--- src/design/crbct_pkg.sv ---
package crbct_pkg;

  localparam int CACHE_SLOTS = 64;
  localparam int IDX_W       = $clog2(CACHE_SLOTS);
  localparam int SLOT_W      = 6;
  localparam int SECT_W      = 32;
  localparam int PIN_W       = 8;
  localparam logic [PIN_W-1:0] PIN_MAX = '1;

  typedef enum logic [1:0] {
    KIND_ACCESS  = 2'd0,
    KIND_RELEASE = 2'd1,
    KIND_WBEHIND = 2'd2,
    KIND_FLUSH   = 2'd3
  } kind_t;

  typedef enum logic [1:0] {
    ST_OK        = 2'd0,
    ST_ALLPINNED = 2'd1,
    ST_UNCACHED  = 2'd2,
    ST_PINSAT    = 2'd3
  } status_t;

  typedef struct packed {
    kind_t              kind;
    logic [SECT_W-1:0]  sector;
    logic               mark_dirty;
  } in_req_t;

  typedef struct packed {
    logic               hit;
    logic [SLOT_W-1:0]  slot;
    logic               fill_needed;
    logic               writeback_valid;
    logic [SECT_W-1:0]  writeback_sector;
    status_t            status;
    logic               last;
  } out_rsp_t;

  typedef enum logic [2:0] {
    FSM_IDLE,
    FSM_LOOKUP,
    FSM_RESOLVE,
    FSM_SWEEP,
    FSM_VICTIM,
    FSM_SCAN,
    FSM_WB,
    FSM_ZERO
  } fsm_t;

  typedef enum logic [3:0] {
    OP_NONE,
    OP_LOAD,
    OP_LOOKUP,
    OP_HIT,
    OP_REL,
    OP_FAIL,
    OP_FILL,
    OP_SWEEP_START,
    OP_SWEEP,
    OP_VICTIM,
    OP_SCAN_STEP,
    OP_WB,
    OP_ZERO
  } dp_op_t;

  typedef struct packed {
    logic is_access;
    logic in_scan;
    logic is_hit;
    logic free_any;
    logic unpinned_any;
    logic sweep_found;
    logic cur_dirty;
    logic idx_last;
    logic more_dirty;
    logic out_free;
  } dp_stat_t;

  function automatic logic [IDX_W-1:0] lowest_set(input logic [CACHE_SLOTS-1:0] v);
    logic [IDX_W-1:0] r;
    r = '0;
    for (int i = CACHE_SLOTS - 1; i >= 0; i--) begin
      if (v[i]) r = IDX_W'(i);
    end
    return r;
  endfunction

  function automatic logic [IDX_W-1:0] wrap_inc(input logic [IDX_W-1:0] i);
    logic [IDX_W-1:0] r;
    if (i == IDX_W'(CACHE_SLOTS - 1)) r = '0;
    else r = i + 1'b1;
    return r;
  endfunction

endpackage

--- src/design/crbct_ctrl.sv ---
module crbct_ctrl import crbct_pkg::*; (
  input  logic     clk,
  input  logic     rst_n,
  input  logic     in_valid,
  input  dp_stat_t st,
  output logic     in_ready,
  output dp_op_t   op
);

  fsm_t state_r, state_nxt;

  always_ff @(posedge clk) begin
    if (!rst_n) state_r <= FSM_IDLE;
    else        state_r <= state_nxt;
  end

  always_comb begin
    state_nxt = state_r;
    unique case (state_r)
      FSM_IDLE:    if (in_valid) state_nxt = st.in_scan ? FSM_SCAN : FSM_LOOKUP;
      FSM_LOOKUP:  state_nxt = FSM_RESOLVE;
      FSM_RESOLVE: begin
        if (st.out_free) begin
          if (st.is_access && !st.is_hit && !st.free_any && st.unpinned_any)
            state_nxt = FSM_SWEEP;
          else
            state_nxt = FSM_IDLE;
        end
      end
      FSM_SWEEP:   if (st.sweep_found) state_nxt = FSM_VICTIM;
      FSM_VICTIM:  if (st.out_free) state_nxt = FSM_IDLE;
      FSM_SCAN: begin
        if (st.cur_dirty)     state_nxt = FSM_WB;
        else if (st.idx_last) state_nxt = FSM_ZERO;
      end
      FSM_WB:      if (st.out_free) state_nxt = st.more_dirty ? FSM_SCAN : FSM_IDLE;
      FSM_ZERO:    if (st.out_free) state_nxt = FSM_IDLE;
      default:     state_nxt = FSM_IDLE;
    endcase
  end

  always_comb begin
    op       = OP_NONE;
    in_ready = 1'b0;
    unique case (state_r)
      FSM_IDLE: begin
        in_ready = 1'b1;
        if (in_valid) op = OP_LOAD;
      end
      FSM_LOOKUP:  op = OP_LOOKUP;
      FSM_RESOLVE: begin
        if (st.out_free) begin
          priority if (st.is_hit)        op = st.is_access ? OP_HIT : OP_REL;
          else if (!st.is_access)        op = OP_FAIL;
          else if (st.free_any)          op = OP_FILL;
          else if (!st.unpinned_any)     op = OP_FAIL;
          else                           op = OP_SWEEP_START;
        end
      end
      FSM_SWEEP:   if (!st.sweep_found) op = OP_SWEEP;
      FSM_VICTIM:  if (st.out_free) op = OP_VICTIM;
      FSM_SCAN:    if (!st.cur_dirty && !st.idx_last) op = OP_SCAN_STEP;
      FSM_WB:      if (st.out_free) op = OP_WB;
      FSM_ZERO:    if (st.out_free) op = OP_ZERO;
      default:     op = OP_NONE;
    endcase
  end

endmodule

--- config.mk ---
export PLATFORM = sky130hd
export DESIGN_NAME = crbct_ctrl
export DESIGN_NICKNAME = d
export VERILOG_FILES = /design/src/design/crbct_pkg.sv /design/src/design/crbct_ctrl.sv
export SDC_FILE = /design/constraint.sdc
export NUM_CORES = 1
export LEC_CHECK = 0
export BUFFER_PORTS_ARGS = -buffer_cell sky130_fd_sc_hd__clkbuf_2
export CORE_AREA = 2 2 39 41
export CTS_CLUSTER_DIAMETER = 80
export CTS_CLUSTER_SIZE = 16
export DETAILED_ROUTE_END_ITERATION = 12
export DIE_AREA = 0 0 41 43
export PLACE_DENSITY = 0.64
export SYNTH_ARGS = -nofsm -noshare
export SYNTH_HDL_FRONTEND = slang
export SYNTH_SLANG_ARGS = --single-unit
--- constraint.sdc ---
create_clock -name clk -period 1.4 [get_ports clk]
set_input_delay 0.28 -clock clk [delete_from_list [all_inputs] [get_ports clk]]
set_output_delay 0.28 -clock clk [all_outputs]
set_load 0.01 [all_outputs]
After elaboration in Yosys (flattened, before gate mapping) --
Cells that the tools add are included.
Word-level totals: bits in registers 3, output and inout port bits 5, word-level logic and storage cells 50
Cells by class: eq/ne operators 13, muxes and demuxes 25, reduce and logical (&&, ||, !) cells 11
Operators by type and width (number):
- $mux 3 | 12
- $pmux 4 s8 | 1
- $pmux 3 s7 | 1
- $mux 4 | 5
- $eq 3x3->1 const B | 4
- $mux 2 | 4
- $ne 2x2->1 const B | 4
- $eq 3x2->1 const B | 2
- $reduce_and 6->1 | 1
- $logic_and 1x1->1 | 4
- $logic_not 1->1 | 4
- $eq 3x1->1 const B | 1
- $logic_not 3->1 | 1
- $ne 3x3->1 const B | 1
- $mux 1 | 2
- $ne 2x1->1 const B | 1
- $reduce_or 2->1 | 1

Longest topological paths before layout --
depth after elaboration 7, gate-level depth with buffers 5, mapped depth without buffers 4

Worst setup path after synthesis --
Ideal clock, no wire load.
path kind register to output, from reg state_r[2], to out op[2], arrival 0.965 ns, data required time 1.120 ns, setup slack 0.155 ns, stages on the path, launching flop included 6, buffers on the path 2, path through dfxtp_1 buf_6 buf_6 a211oi_1 a21oi_1 nor2_1
On the way: word-level cells in the longest chain between the ends 2, elaborated cells between the ends (all ways) 9
Ends and longest elaborated chain:
- start: declaration | line crbct_ctrl.sv:10 | fsm_t state_r, state_nxt;
- start signal: assignment | line crbct_ctrl.sv:14 | else state_r <= state_nxt;
- $eq 3x3->1 (tied with other cells) | line crbct_ctrl.sv:45 | unique case (state_r)
- $pmux 4 s8 * | line crbct_ctrl.sv:45
- end: declaration | line crbct_ctrl.sv:7 | output dp_op_t op
Mark *: on every way between the ends. The rest lies on a longest branch, timed or not.

Worst setup path in the final report --
from reg state_r[1], to out op[3]
Same word-level chain as after synthesis.

==> out/results.txt <==
The capture instance of the worst register-to-register path was state_r[2]. At the pin with the least slew margin, the transition time is 0.2649 ns. After the flow finishes, the layout carries non-filler instances totaling 106. Input and output buffers added on the ports amount to 17. The logs give 11 for the initial DRC count and 32.37% for the initial core utilization. The checks that failed: negative setup slack. The routed layout has 563 vias. In this run the worst hold path is classified as primary input to register.

STA puts the critical path data arrival time at 1.20 ns. The total setup violations reported at the end of the flow is 4. The end point of the worst hold path is state_r[0].

Headroom to the max-slew limit came out at 82.28%. The worst path uses 106.0% of the clock period. For the setup slack of the critical path after layout, the log shows -0.08392 ns. Dividing the detail-routed wire length by the instance count gives 12.35 µm.

The number of nets in the synthesized netlist is 72. For the via count of the first global-routing pass, the log shows 480. The worst hold path passes through 3 cells.

Predominant post-synthesis flop cell: sky130_fd_sc_hd__dfxtp_1. The tools report the number of antenna violations at the first check in global routing as 0. The most common library cell in the layout ignoring fill and taps is sky130_fd_sc_hd__clkbuf_2. In the layout the commonest cells are 14 x sky130_fd_sc_hd__clkbuf_2, 10 x sky130_fd_sc_hd__buf_4. The register with the most flip-flops in the layout has 3 of them. Area growth from synthesis to layout: 61.17%. The total CTS buffers is 3. In the synthesized netlist the async set-or-reset flop fraction comes to 0%. TritonCTS built the clock tree. The source-to-sink clock delay at the later pin of the worst-skew pair was 0.23 ns. Static timing analysis puts the maximum clock frequency at 673.9 MHz.

The width of the die was 41 µm. Counting every instance in the synthesized netlist gives 59. The number of sinks driven by the clock tree was 3; the areal power density over the cells was 1846 mW/mm². The global-route wire length before repair was 1959 µm.

In the routed design, unresolved DRC markers number 0. Across the VDD grid, the largest voltage drop is 0.6783 mV. Clock tree synthesis selected as its root buffer the cell sky130_fd_sc_hd__clkbuf_4. The H-tree level count is 1, and the number of cells on the worst reg-to-reg path is 5. The number of detailed-route iterations in the first pass came out at 4.

The clock slew at the register clock pins of the worst setup and hold paths was 0.04 ns; the post-layout net count was 104. The worst setup path is of the register to output port kind. The number of antenna diodes in the final layout is 0. The run finished, with violations left.

For this design the static power due to leakage is 0.3240 nW. The final count of hold timing violations is 0, and the count of maximum capacitance violations is 0. The shortest period the worst path allows was 1.484 ns; the last weighted congestion value of the routability-driven placer was 0.8380. The post-route netlist has 55.56% of its cells at a drive strength greater than 1.

The total detailed-routing wirelength is 1309 µm, and the part of the Yosys area used for sequential elements is 13.41%. The number of top-level pins came out at 18. Setup repair after global routing could not meet its margin everywhere.

The die covers 0.001763 mm². Yosys mapped a number of flops with a built-in enable equal to 0. The worst register-to-register path has a setup slack of 0.08 ns.

The synthesis-stage register bit count came out at 3. The HPWL after detailed placement is 899.2 µm. The register ranked first by flip-flop count was state_r. The tools report the final core utilization as 52.17%. The kind of launch point of the worst setup path was a register. The worst reg2reg path startpoint was state_r[0]. The average footprint of a synthesized cell is 7.592 µm², and the largest buffer count on any clock path is 2. Row generation in the floorplan step produced 14 rows. The startpoint identified for the worst hold timing path is rst_n. The detail route stage leaves a number of antenna-violating nets equal to 0. Once placement completed, the tool counted placed cells totaling 97. The core region is 0.001384 mm². The total overflow left after global routing is 0. The area of the mapped netlist was 447.9 µm²; the height of the chip was 43 µm. The detailed-route vias per instance works out to 5.311. The Yosys step of the flow raised 0 warnings. Global routing consumed, over all layers together, 15.65% of the routing resources. The run gives -0.01331 ns as the worst slack at placement. The endpoint kind of the worst setup timing path was an output port. STA puts the critical path data required time at 1.12 ns. The maximum fanout along the worst path is 12.

In the final layout, the registers with the most flip-flops are state_r: 3 flops. Entering global routing, the biggest net connects 13 pins. For the number of max-slew violations in the final report, the log shows 0. For the largest clock skew in the final design, the log shows 0.001525 ns. After synthesis, the netlist uses 32 different library cells.
-- metrics by stage --
stage,total power [mW],TNS [ns],instance area (µm²),hold slack [ns]
after floorplan,0.6741,0,447.9,0.4183
after global placement,0.9277,-0.01921,568.0,0.5742
after detailed placement,0.9310,-0.01331,568.0,0.5734
after CTS,1.182,-0.3125,649.4,0.3258
after global routing,1.440,-0.5201,721.9,0.3621
final,1.333,-0.2394,721.9,0.3572
-- cells by family (layout without fill, tap and decap cells) --
family | Yosys count | after routing | synth area share (%)
AO/OA/AOI/OAI | 22 | 22 | 32.12
multiplexers | 2 | 2 | 4.749
flip-flops | 3 | 3 | 13.41
buffers and inverters | 6 | 37 | 14.24
AND/OR/NAND/NOR | 26 | 26 | 35.47
-- cell type report --
| cell class | count | area (µm²) |
|---|---|---|
| clock buffer | 4 | 26.28 |
| multi-input combinational | 50 | 390.4 |
| sequential | 3 | 71.32 |
| tap | 16 | 20.02 |
| timing repair buffer | 32 | 210.2 |
| fill | 134 | 661.9 |
| inverter | 1 | 3.754 |
-- worst max-delay path, cell delays in order (launching register included) --
cell                       delay (ns)
sky130_fd_sc_hd__dfxtp_4         0.39
sky130_fd_sc_hd__nor4b_2         0.28
sky130_fd_sc_hd__o21ai_1         0.12
sky130_fd_sc_hd__nand2_1         0.07
sky130_fd_sc_hd__clkbuf_2        0.12
-- report_power, final --
group / switching, mW / internal, mW / leakage (nW) / total [mW]
Sequential: 0.0937 / 0.144 / 0.0267 / 0.238
Combinational: 0.414 / 0.532 / 0.282 / 0.946
Clock: 0.0422 / 0.107 / 0.0150 / 0.149
Total: 0.549 / 0.784 / 0.324 / 1.33
-- what timing repair did --
item | CTS | global route
setup buffers | 2 | 4
setup endpoints to repair | 6 | 7
endpoints found under the hold margin | 0 | 0
resized for setup | 13 | 14
hold buffers | 0 | 0
pin swaps | 2 | 7
-- Yosys cell counts (2+ instances only) --
cell type	n	share of area (%)
sky130_fd_sc_hd__o21ai_1	3	3.4
sky130_fd_sc_hd__nor3b_1	3	5.0
sky130_fd_sc_hd__dfxtp_1	3	13
sky130_fd_sc_hd__nand3_1	2	2.2
sky130_fd_sc_hd__nor2b_1	2	2.8
sky130_fd_sc_hd__o21ai_0	5	5.6
sky130_fd_sc_hd__nor4b_1	2	3.9
sky130_fd_sc_hd__a211oi_1	2	3.4
sky130_fd_sc_hd__buf_6	2	5.0
sky130_fd_sc_hd__a21oi_1	4	4.5
sky130_fd_sc_hd__nand3b_1	2	3.4
sky130_fd_sc_hd__o211ai_1	2	3.4
sky130_fd_sc_hd__nand2_1	4	3.4
sky130_fd_sc_hd__nor2_1	4	3.4
sky130_fd_sc_hd__a31oi_1	2	2.8
-- layer usage --
metal | GRT usage, % | up-vias | part of all wire [%]
met1 | 20.51 | 265 | 46
met4 | 2.000 | 0 | 0
met3 | 3.141 | 0 | 4.0
met5 | 0 | - | 0
met2 | 25.94 | 13 | 50
li1 | - | 285 | -
-- how the worst max path moves through the flow --
| stage | depth (start not counted) | end | slack, ns | start |
|---|---|---|---|---|
| final | 4 | op[3] | -0.08 | state_r[1] |
| after global routing | 5 | op[2] | -0.14 | state_r[0] |
| after CTS | 5 | op[1] | -0.1 | state_r[2] |
| after detailed placement | 4 | state_r[2] | -0.01 | state_r[0] |
| after global placement | 4 | state_r[2] | -0.02 | state_r[0] |
| after floorplan | 5 | op[2] | 0.16 | state_r[2] |
No activity file was read; power rests on OpenSTA's default activity.
